**src/rtl/assert_macros.svh**
```systemverilog
// Assertion macros shared by the RTL of the color key scan block.
`ifndef ASSERT_MACROS_SVH
`define ASSERT_MACROS_SVH

// Check that cons holds in the same cycle as ante.
`define ASSERT_SAME(label, clk, rst_n, ante, cons) \
    label: assert property (@(posedge clk) disable iff (!(rst_n)) (ante) |-> (cons)) \
        else $error("assertion failed: same-cycle implication");

// Check that cons holds in the cycle after ante.
`define ASSERT_NEXT(label, clk, rst_n, ante, cons) \
    label: assert property (@(posedge clk) disable iff (!(rst_n)) (ante) |=> (cons)) \
        else $error("assertion failed: next-cycle implication");

`endif

```
**src/rtl/ckbc_pkg.sv**
```systemverilog
// Package with constants, types and the pixel packing function of the color key scan block.
package ckbc_pkg;

    localparam int MAX_DIM = 2048;
    localparam int COORD_W = $clog2(MAX_DIM);
    localparam int DIM_W   = COORD_W + 1;
    localparam int PIX_W   = 16;
    localparam int WORD_W  = 32;
    localparam int APB_AW  = 4;
    localparam int APB_DW  = 32;

    localparam logic [DIM_W-1:0] DIM_MAX      = DIM_W'(MAX_DIM);
    localparam logic [DIM_W-1:0] DIM_ONE      = DIM_W'(1);
    localparam logic [DIM_W-1:0] WIDTH_RESET  = DIM_W'(640);
    localparam logic [DIM_W-1:0] HEIGHT_RESET = DIM_W'(480);
    localparam logic [PIX_W-1:0] KEY_RESET    = 16'h07FF;
    localparam logic [WORD_W-1:0] KEY_WORD    = 32'hFFFF_FFFF;

    typedef enum logic [1:0] {
        REG_FRAME_WIDTH  = 2'd0,
        REG_FRAME_HEIGHT = 2'd1,
        REG_KEY_COLOR    = 2'd2,
        REG_NONE         = 2'd3
    } t_reg_idx;

    typedef struct packed {
        logic              done;
        logic              valid;
        logic [COORD_W-1:0] min_x;
        logic [COORD_W-1:0] min_y;
        logic [DIM_W-1:0]   end_x;
        logic [DIM_W-1:0]   end_y;
    } t_box;

    function automatic logic [DIM_W-1:0] clamp_dim(input logic [DIM_W-1:0] v);
        logic [DIM_W-1:0] r;
        if (v == '0) begin
            r = DIM_ONE;
        end else if (v > DIM_MAX) begin
            r = DIM_MAX;
        end else begin
            r = v;
        end
        return r;
    endfunction

    function automatic logic [WORD_W-1:0] pack565(input logic [PIX_W-1:0] p);
        return {8'h00, p[4:0], 3'b000, p[10:5], 2'b00, p[15:8]};
    endfunction

endpackage

```
**src/rtl/color_key_scan_bbox_convert_top.sv**
```systemverilog
// Color key scan: 565 to 32-bit pixel conversion with bounding box of non-key pixels.
//
// Pixels enter in raster order, one beat per pixel, and each leaves as one 32-bit word:
// all ones for the key color, else blue in bits 23:19, green in 15:10 and the upper
// pixel byte in 7:0. One pixel is taken every cycle while o_in_stall is low; a pixel passes
// through an input register and a result register, and the input register can take a new
// pixel while the previous result is stalled, if the input register is empty. On the
// last pixel of a frame (frame_width by frame_height, zero acting as one and values
// above 2048 as 2048) frame_done is set together with the box of non-key pixels
// (end exclusive), box_valid if any non-key pixel was seen; the scan state clears.
// Registers: frame_width at 0x0, frame_height at 0x4, key_color at 0x8; write them
// only while no beat is in flight.
`include "assert_macros.svh"

module color_key_scan_bbox_convert_top
    import ckbc_pkg::*;
(
    input  logic                 i_clk,
    input  logic                 i_rst_n,

    input  logic                 psel,
    input  logic                 penable,
    input  logic                 pwrite,
    input  logic [APB_AW-1:0]    paddr,
    input  logic [APB_DW-1:0]    pwdata,
    output logic [APB_DW-1:0]    prdata,
    output logic                 pready,

    input  logic                 i_in_valid,
    output logic                 o_in_stall,
    input  logic [PIX_W-1:0]     i_pixel_in,

    output logic                 o_out_valid,
    input  logic                 i_out_stall,
    output logic [WORD_W-1:0]    o_pixel_out,
    output logic                 o_frame_done,
    output logic                 o_box_valid,
    output logic [COORD_W-1:0]   o_box_min_x,
    output logic [COORD_W-1:0]   o_box_min_y,
    output logic [DIM_W-1:0]     o_box_end_x,
    output logic [DIM_W-1:0]     o_box_end_y
);

    logic [DIM_W-1:0]   r_frame_width;
    logic [DIM_W-1:0]   r_frame_height;
    logic [PIX_W-1:0]   r_key_color;

    logic               r_s1_valid;
    logic [PIX_W-1:0]   r_pixel;

    logic [COORD_W-1:0] r_col, n_col;
    logic [COORD_W-1:0] r_row, n_row;
    logic [DIM_W-1:0]   r_least_x, n_least_x;
    logic [DIM_W-1:0]   r_least_y, n_least_y;
    logic [COORD_W-1:0] r_great_x, n_great_x;
    logic [COORD_W-1:0] r_great_y, n_great_y;

    logic               r_out_valid;
    logic [WORD_W-1:0]  r_word, n_word;
    t_box               r_box, n_box;

    logic               advance;
    logic               s1_fire;
    logic               cfg_wr;
    t_reg_idx           reg_idx;
    logic [DIM_W-1:0]   lim_w;
    logic [DIM_W-1:0]   lim_h;
    logic               is_key;
    logic               last_col;
    logic               done;

    assign pready  = 1'b1;
    assign cfg_wr  = psel && penable && pwrite && pready;
    assign reg_idx = t_reg_idx'(paddr[3:2]);

    always_comb begin
        unique case (reg_idx)
            REG_FRAME_WIDTH:  prdata = APB_DW'(r_frame_width);
            REG_FRAME_HEIGHT: prdata = APB_DW'(r_frame_height);
            REG_KEY_COLOR:    prdata = APB_DW'(r_key_color);
            default:          prdata = '0;
        endcase
    end

    always_ff @(posedge i_clk) begin
        if (!i_rst_n) begin
            r_frame_width  <= WIDTH_RESET;
            r_frame_height <= HEIGHT_RESET;
            r_key_color    <= KEY_RESET;
        end else if (cfg_wr) begin
            unique case (reg_idx)
                REG_FRAME_WIDTH:  r_frame_width  <= pwdata[DIM_W-1:0];
                REG_FRAME_HEIGHT: r_frame_height <= pwdata[DIM_W-1:0];
                REG_KEY_COLOR:    r_key_color    <= pwdata[PIX_W-1:0];
                default: ;
            endcase
        end
    end

    // Flow control: result register frees when empty or taken.
    assign advance    = !r_out_valid || !i_out_stall;
    assign s1_fire    = r_s1_valid && advance;
    assign o_in_stall = r_s1_valid && !advance;

    always_ff @(posedge i_clk) begin
        if (!i_rst_n) begin
            r_s1_valid <= 1'b0;
        end else if (!o_in_stall) begin
            r_s1_valid <= i_in_valid;
        end
    end

    always_ff @(posedge i_clk) begin
        if (i_in_valid && !o_in_stall) begin
            r_pixel <= i_pixel_in;
        end
    end

    assign lim_w    = clamp_dim(r_frame_width);
    assign lim_h    = clamp_dim(r_frame_height);
    assign is_key   = (r_pixel == r_key_color);
    assign last_col = ({1'b0, r_col} + DIM_ONE) >= lim_w;
    assign done     = last_col && (({1'b0, r_row} + DIM_ONE) >= lim_h);

    always_comb begin
        n_word    = is_key ? KEY_WORD : pack565(r_pixel);
        n_great_x = r_great_x;
        n_great_y = r_great_y;
        n_least_x = r_least_x;
        n_least_y = r_least_y;
        if (!is_key) begin
            if (r_col > r_great_x)          n_great_x = r_col;
            if (r_row > r_great_y)          n_great_y = r_row;
            if ({1'b0, r_col} < r_least_x)  n_least_x = {1'b0, r_col};
            if ({1'b0, r_row} < r_least_y)  n_least_y = {1'b0, r_row};
        end

        n_box       = '0;
        n_box.done  = done;
        if (done && (n_least_x <= {1'b0, n_great_x})) begin
            n_box.valid = 1'b1;
            n_box.min_x = n_least_x[COORD_W-1:0];
            n_box.min_y = n_least_y[COORD_W-1:0];
            n_box.end_x = {1'b0, n_great_x} + DIM_ONE;
            n_box.end_y = {1'b0, n_great_y} + DIM_ONE;
        end

        n_col = r_col + COORD_W'(1);
        n_row = r_row;
        if (done) begin
            n_col     = '0;
            n_row     = '0;
            n_least_x = DIM_MAX;
            n_least_y = DIM_MAX;
            n_great_x = '0;
            n_great_y = '0;
        end else if (last_col) begin
            n_col = '0;
            n_row = r_row + COORD_W'(1);
        end
    end

    always_ff @(posedge i_clk) begin
        if (!i_rst_n) begin
            r_col     <= '0;
            r_row     <= '0;
            r_least_x <= DIM_MAX;
            r_least_y <= DIM_MAX;
            r_great_x <= '0;
            r_great_y <= '0;
        end else if (s1_fire) begin
            r_col     <= n_col;
            r_row     <= n_row;
            r_least_x <= n_least_x;
            r_least_y <= n_least_y;
            r_great_x <= n_great_x;
            r_great_y <= n_great_y;
        end
    end

    always_ff @(posedge i_clk) begin
        if (!i_rst_n) begin
            r_out_valid <= 1'b0;
        end else if (advance) begin
            r_out_valid <= r_s1_valid;
        end
    end

    always_ff @(posedge i_clk) begin
        if (s1_fire) begin
            r_word <= n_word;
            r_box  <= n_box;
        end
    end

    assign o_out_valid  = r_out_valid;
    assign o_pixel_out  = r_word;
    assign o_frame_done = r_box.done;
    assign o_box_valid  = r_box.valid;
    assign o_box_min_x  = r_box.min_x;
    assign o_box_min_y  = r_box.min_y;
    assign o_box_end_x  = r_box.end_x;
    assign o_box_end_y  = r_box.end_y;

    `ASSERT_SAME(a_box_only_at_end, i_clk, i_rst_n, o_out_valid && o_box_valid, o_frame_done)
    `ASSERT_NEXT(a_clear_after_end, i_clk, i_rst_n, s1_fire && done, (r_col == '0) && (r_row == '0) && (r_least_x == DIM_MAX))
    `ASSERT_SAME(a_least_in_range, i_clk, i_rst_n, 1'b1, (r_least_x <= DIM_MAX) && (r_least_y <= DIM_MAX))

endmodule
```
**config.mk**
```make
export PLATFORM = sky130hd
export DESIGN_NAME = color_key_scan_bbox_convert_top
export DESIGN_NICKNAME = d
export VERILOG_FILES = /design/src/rtl/ckbc_pkg.sv /design/src/rtl/color_key_scan_bbox_convert_top.sv
export VERILOG_INCLUDE_DIRS = /design/src /design/src/rtl
export SDC_FILE = /design/constraint.sdc
export NUM_CORES = 1
export LEC_CHECK = 0
export ABC_AREA = 0
export BUFFER_PORTS_ARGS = -buffer_cell sky130_fd_sc_hd__clkbuf_2
export CORE_AREA = 2 2 146 134
export CTS_CLUSTER_DIAMETER = 100
export CTS_CLUSTER_SIZE = 28
export DETAILED_ROUTE_END_ITERATION = 10
export DIE_AREA = 0 0 148 136
export HOLD_SLACK_MARGIN = 0.03
export PLACE_DENSITY = 0.83
export SYNTH_ARGS = -nofsm -noshare
export SYNTH_HDL_FRONTEND = slang
export SYNTH_SLANG_ARGS = --single-unit
export TNS_END_PERCENT = 50
```
**constraint.sdc**
```tcl
create_clock -name i_clk -period 7.6 [get_ports i_clk]
set_clock_uncertainty 0.15 [all_clocks]
set_input_delay 0.76 -clock i_clk [delete_from_list [all_inputs] [get_ports i_clk]]
set_output_delay 0.76 -clock i_clk [all_outputs]
set_load 0.01 [all_outputs]
```
Word level (Yosys, flattened, before mapping)

Cells that the tools add are included.

Flip-flop bits (word level): 206
Input bits: 59
Output and inout bits: 115

Add/subtract/negate cells: 6
$lt $le $gt $ge: 9
Equal/unequal tests: 4
Mux-type cells: 23
Reduce and logical (&&, ||, !) cells: 22

Operators with widths:

| cell                    | count |
|---|---|
| $mux W12                | 10 |
| $mux W11                | 10 |
| $add A11 B1 Y12 const B | 4 |
| $pmux W16 S3            | 1 |
| $mux W47                | 1 |
| $mux W32                | 1 |
| $ge A12 B12 Y1          | 2 |
| $gt A12 B12 Y1 const B  | 2 |
| $logic_not A12 Y1       | 2 |
| $lt A11 B12 Y1          | 2 |
| $add A11 B1 Y11 const B | 2 |
| $gt A11 B11 Y1          | 2 |
| $eq A16 B16 Y1          | 1 |
| $le A12 B11 Y1          | 1 |
| $reduce_and A2 Y1       | 4 |
| $logic_and A1 B1 Y1     | 7 |
| $logic_not A1 Y1        | 4 |
| $reduce_bool A2 Y1      | 2 |
| $reduce_and A3 Y1       | 1 |
| $eq A2 B1 Y1 const B    | 1 |
| $eq A2 B2 Y1 const B    | 1 |
| $logic_not A2 Y1        | 1 |
| $ne A2 B1 Y1 const B    | 1 |
| $logic_or A1 B1 Y1      | 1 |

Longest topological paths before layout

Word-level depth: 7
Mapped depth: 20
Gate-level depth less buffers: 17

Worst setup path before layout

OpenSTA, ideal clock, no wires.

Kind: reg2reg
Start point: register r_col[2]
End point: register r_box (netlist bit o_box_min_x[1]) (data pin)
Setup time: 0.264 ns
Arrival time: 3.950 ns
Slack: 3.235 ns
Cell stages (with the launch flop): 18
Cell sequence: dfxtp_1 ha_1 a211o_1 a31oi_1 nor4_1 a2111oi_2 o221ai_2 clkbuf_1 mux2i_1 inv_1 ha_1 and4_1 nand4_1 or2_2 o221ai_1 buf_2 buf_2 a21oi_1

Cells in the longest elaborated chain, start to end: 5
Elaborated cells on any way between the ends: 11
Those cells by class: add/sub: 1; order compare: 4; mux: 4; reduce/logical: 2

RTL lines:

| element                                          | line                                                                           | RTL |
|---|---|---|
| start, declared                                  | color_key_scan_bbox_convert_top.sv:51                                          | `logic [COORD_W-1:0] r_col, n_col;` |
| start signal, assigned                           | color_key_scan_bbox_convert_top.sv:172                                         | `r_col <= n_col;` |
| $lt A11 B12 Y1 or $gt A11 B11 Y1 (tied branches) | color_key_scan_bbox_convert_top.sv:134, color_key_scan_bbox_convert_top.sv:132 |  |
| $mux W12 or $mux W11 (tied branches)             | color_key_scan_bbox_convert_top.sv:134, color_key_scan_bbox_convert_top.sv:132 |  |
| $mux W12 or $mux W11 (tied branches)             | color_key_scan_bbox_convert_top.sv:131                                         | `if (!is_key) begin` |
| $le A12 B11 Y1                                   | color_key_scan_bbox_convert_top.sv:140                                         | `if (done && (n_least_x <= {1'b0, n_great_x})) begin` |
| $logic_and A1 B1 Y1                              | color_key_scan_bbox_convert_top.sv:140                                         |  |
| end signal, assigned                             | color_key_scan_bbox_convert_top.sv:192                                         | `r_box <= n_box;` |
| end, declared                                    | color_key_scan_bbox_convert_top.sv:60                                          | `t_box r_box, n_box;` |

Parallel ways exist; a longest one is shown, timed or not.
A chain may end at the register's enable or synchronous reset.

Worst setup path in the final report

Start point: register r_pixel[7]
End point: register r_box (netlist bit o_box_end_x[11]) (data pin)

Cells in the longest elaborated chain, start to end: 4
Elaborated cells on any way between the ends: 6
Those cells by class: add/sub: 1; order compare: 1; eq/ne: 1; mux: 2; reduce/logical: 1

RTL lines:

| element                              | line                                   | RTL |
|---|---|---|
| start, declared                      | color_key_scan_bbox_convert_top.sv:49  | `logic [PIX_W-1:0] r_pixel;` |
| start signal, assigned               | color_key_scan_bbox_convert_top.sv:115 | `r_pixel <= i_pixel_in;` |
| $eq A16 B16 Y1 *                     | color_key_scan_bbox_convert_top.sv:121 | `assign is_key = (r_pixel == r_key_color);` |
| $mux W12 or $mux W11 (tied branches) | color_key_scan_bbox_convert_top.sv:131 |  |
| $le A12 B11 Y1                       | color_key_scan_bbox_convert_top.sv:140 |  |
| $logic_and A1 B1 Y1                  | color_key_scan_bbox_convert_top.sv:140 |  |

Mark *: on every way between the ends. The rest lies on a longest branch, timed or not.

==> impl_metrics.yaml <==
synth:
  ys.flop_type: "dfxtp_1"
  netlist_top_cells_area: "edfxtp_1 (22%), dfxtp_1 (20%), ha_1 (9.1%)"
  synth.top_cell.area_share_pct: 22.2
  synth.distinct_cells: 58
  synth_cells: 1194
  synth_enable_flop_cells: 81
  async_flop_share_pct: 0
  syn_area_per_cell_um2: 9.18
  ys_ff_latch: 191
  netlist_area_um2: 11000
  yosysSeqAreaShare_pct: 42.3
  synth_top_area_cell: "edfxtp_1"
  yosysWarningCount: 0
clock_network:
  cts_tree: "done"
  cts_setup_buffers: 0
  ctsRootBufferMaster: "clkbuf_16"
  clk-insertion-delay-late_ns: 0.45
  post_cts_resized: 0
  htree_levels: 4
  path_clk_slew_ns: 0.08
  cts_max_path_buffers: 2
  cts_num_sinks: 191
  numCtsBuffers: 17
  cts_hold_buf: 0
route:
  ant_nets: 0
  drt-vias-per-instance: 5.83
  routed-wl-met2_um: 11900
  drt_iter0_markers: 727
  wl_met1_um: 11400
  wl_per_cell_um: 16.7
  vias: 8984
  top_layer: "met4"
  drcViolationCount: 0
  route.met3.wl_um: 1940
  routed_wirelength_um: 25700
  dr.pass1.iters: 5
global_route:
  grt_pass1_wl_um: 41200
  grt_max_degree: 89
  grt_pass1_vias: 8273
  antenna_found_initial: 0
  track_usage_pct: 25.6
  overflow: 0
worst_setup_path:
  ff2ff_setup_slack_ns: 2.15
  slowest_stage: "a21oi_1"
  critPathBufInv: 2
  critical_path_class: "reg2reg"
  worstPathMaxFanout: 47
  path_cells: "xor2_1 -> nor4_1 -> nand4_1 -> buf_4 -> o21ai_0 -> nor2_1 -> a21oi_1 -> ha_1 -> a21o_1 -> a21o_1 -> a21oi_1 -> nand2_1 -> nor3_1 -> o221ai_4 -> buf_4 -> a2111oi_4"
  path_delay_family: "compound AO/OA/AOI/OAI gates"
  worst_ep_required_time_ns: 7.70
  worstPathArrival_ns: 5.55
  crit_path_start_kind: "flop"
  cp-end-kind: "flop"
  max_stage_delay_ns: 0.66
sta:
  worstMarginPinSlew_ns: 1.21
  setup_viol: 0
  rsz0062_at_grt: "false"
  hold_viol_final: 0
  fmax_ghz: 0.184
  timing.final.crit_period_ns: 5.45
  slew_violations: 0
  period_share_pct: 71.7
  fin_setup_tns_ns: 0
  relSlewSlack_pct: 19.0
placed_design:
  gp_congestion: 0.889
  portBuffers: 138
  placed_cells_incl_taps: 1509
  dpl.hpwl_um: 18200
finish:
  fin_nets: 1417
  finish.utilization_pct: 65.3
  drive_above_1_share_pct: 15.4
  synthToLayoutAreaGrowth_pct: 11.7
  fin_cells: 1541
  diodes: 0
power_and_ir_drop:
  p_per_area_nw_per_um2: 176
  ir_drop_mv: 0.166
  p_leak_uw: 0.00502
floorplan:
  die_h_um: 136
  core_um2: 18700
  initial_core_util_pct: 58.5
  rows: 48
  die-area_um2: 20100
  die_w_um: 148
  io_pins: 174
min_path:
  hold_class: "reg2reg"
flow_run:
  drv_cap: 0
outcome:
  status: "complete, no violations"
-- path summary, 6_finish.rpt --
kind	startpoint	end	depth (start not counted)
min	r_great_x[4]	r_great_x[4]	2
max	r_pixel[7]	o_box_end_x[11]	16
max reg2reg	r_pixel[7]	o_box_end_x[11]	16
min reg2reg	r_great_x[4]	r_great_x[4]	2
-- placed cells by master, fill, tap and decap left out, types with 4 or more instances in the layout --
cell type | Yosys | routed
and4_1 | 4 | 4
a21boi_0 | 52 | 52
buf_4 | 32 | 12
edfxtp_1 | 81 | 81
a31oi_1 | 5 | 5
nand2_1 | 188 | 188
and3_1 | 10 | 10
nand3b_1 | 9 | 9
a32o_1 | 11 | 11
xnor2_1 | 20 | 20
a21oi_1 | 68 | 68
mux2i_1 | 37 | 37
dfxtp_1 | 110 | 110
xor2_1 | 32 | 32
a211oi_1 | 6 | 6
o21ai_0 | 45 | 45
or3_1 | 5 | 5
nand3_1 | 43 | 43
nand4_1 | 17 | 17
a21o_1 | 18 | 18
conb_1 | 2 | 17
nor2_1 | 35 | 35
nor4_1 | 11 | 11
nor3_1 | 7 | 7
nand2b_1 | 22 | 22
clkbuf_16 | 0 | 17
mux2_2 | 4 | 4
inv_1 | 67 | 67
o31ai_1 | 10 | 10
clkinv_8 | 0 | 5
o21a_1 | 11 | 11
clkbuf_2 | 0 | 138
ha_1 | 80 | 80
nor2b_1 | 7 | 7
o22ai_1 | 12 | 12
and2_1 | 28 | 28
a221oi_1 | 6 | 5
-- power breakdown --
| group | total [uW] | internal (uW) | leakage (uW) | switching (uW) |
|---|---|---|---|---|
| registers | 1110 | 1090 | 0.00165 | 14.5 |
| logic | 153 | 55.2 | 0.00308 | 97.8 |
| clock network | 899 | 447 | 0.000291 | 452 |
| total | 2160 | 1600 | 0.00502 | 564 |
-- per-stage QoR --
stage	cell area [um2]	total power (uW)	hold WS [ns]	setup slack (ns)
2_1_floorplan	11000	1230	0.291	3.24
3_3_place_gp	11600	1280	0.303	2.32
3_5_place_dp	11600	1280	0.315	2.18
4_1_cts	12200	2170	0.322	2.12
5_1_grt	12200	2230	0.318	1.63
6_report	12200	2160	0.324	2.15
-- cell type report --
class	instances	area, um2
Clock inverter	15	183
Multi-Input combinational cell	850	5650
Tap cell	250	313
Sequential cell	191	4630
Clock buffer	17	425
Fill cell	1562	6500
Inverter	68	256
Timing Repair Buffer	150	781
-- layer usage --
metal / vias up / global-route usage (%)
met2: 413 / 40.0
met1: 4212 / 36.1
met3: 43 / 4.43
met4: 0 / 8.84
li1: 4316 / -
met5: - / 0
-- cells by family after synthesis --
kind of cell / Yosys count / synth area share (%)
other: 2 / 0.0685
DFF: 191 / 42.3
and+or+nand+nor: 393 / 17.0
muxes: 42 / 3.99
buffers and inverters: 168 / 6.94
AOI/OAI and AO/OA: 265 / 16.3
adders and majority gates: 81 / 9.22
xor gates and xnor gates: 52 / 4.15
-- cell usage after synthesis, types with 9 or more instances --
master,instances
a21boi_0,52
a21o_1,18
a21oi_1,68
a32o_1,11
and2_1,28
and3_1,10
buf_4,32
clkbuf_1,55
dfxtp_1,110
edfxtp_1,81
ha_1,80
inv_1,67
mux2i_1,37
nand2_1,188
nand2b_1,22
nand3_1,43
nand3b_1,9
nand4_1,17
nor2_1,35
nor4_1,11
o21a_1,11
o21ai_0,45
o22ai_1,12
o31ai_1,10
xnor2_1,20
xor2_1,32
-- flip-flops by register name (all words and copies together) (netlist names), 12 cells and up --
signal          flops
o_pixel_out        17
r_key_color        16
r_pixel            16
o_box_end_x        12
o_box_end_y        12
r_frame_height     12
r_frame_width      12
r_least_x          12
r_least_y          12
-- tightest hold or removal path, delay by kind of cell (launching register included) --
| family | cells | cell delay (ns) |
|---|---|---|
| compound gates | 1 | 0.07 |
| simple gates | 1 | 0.05 |
| flops | 1 | 0.31 |
Note: power is estimated with default switching activity, not from simulation.
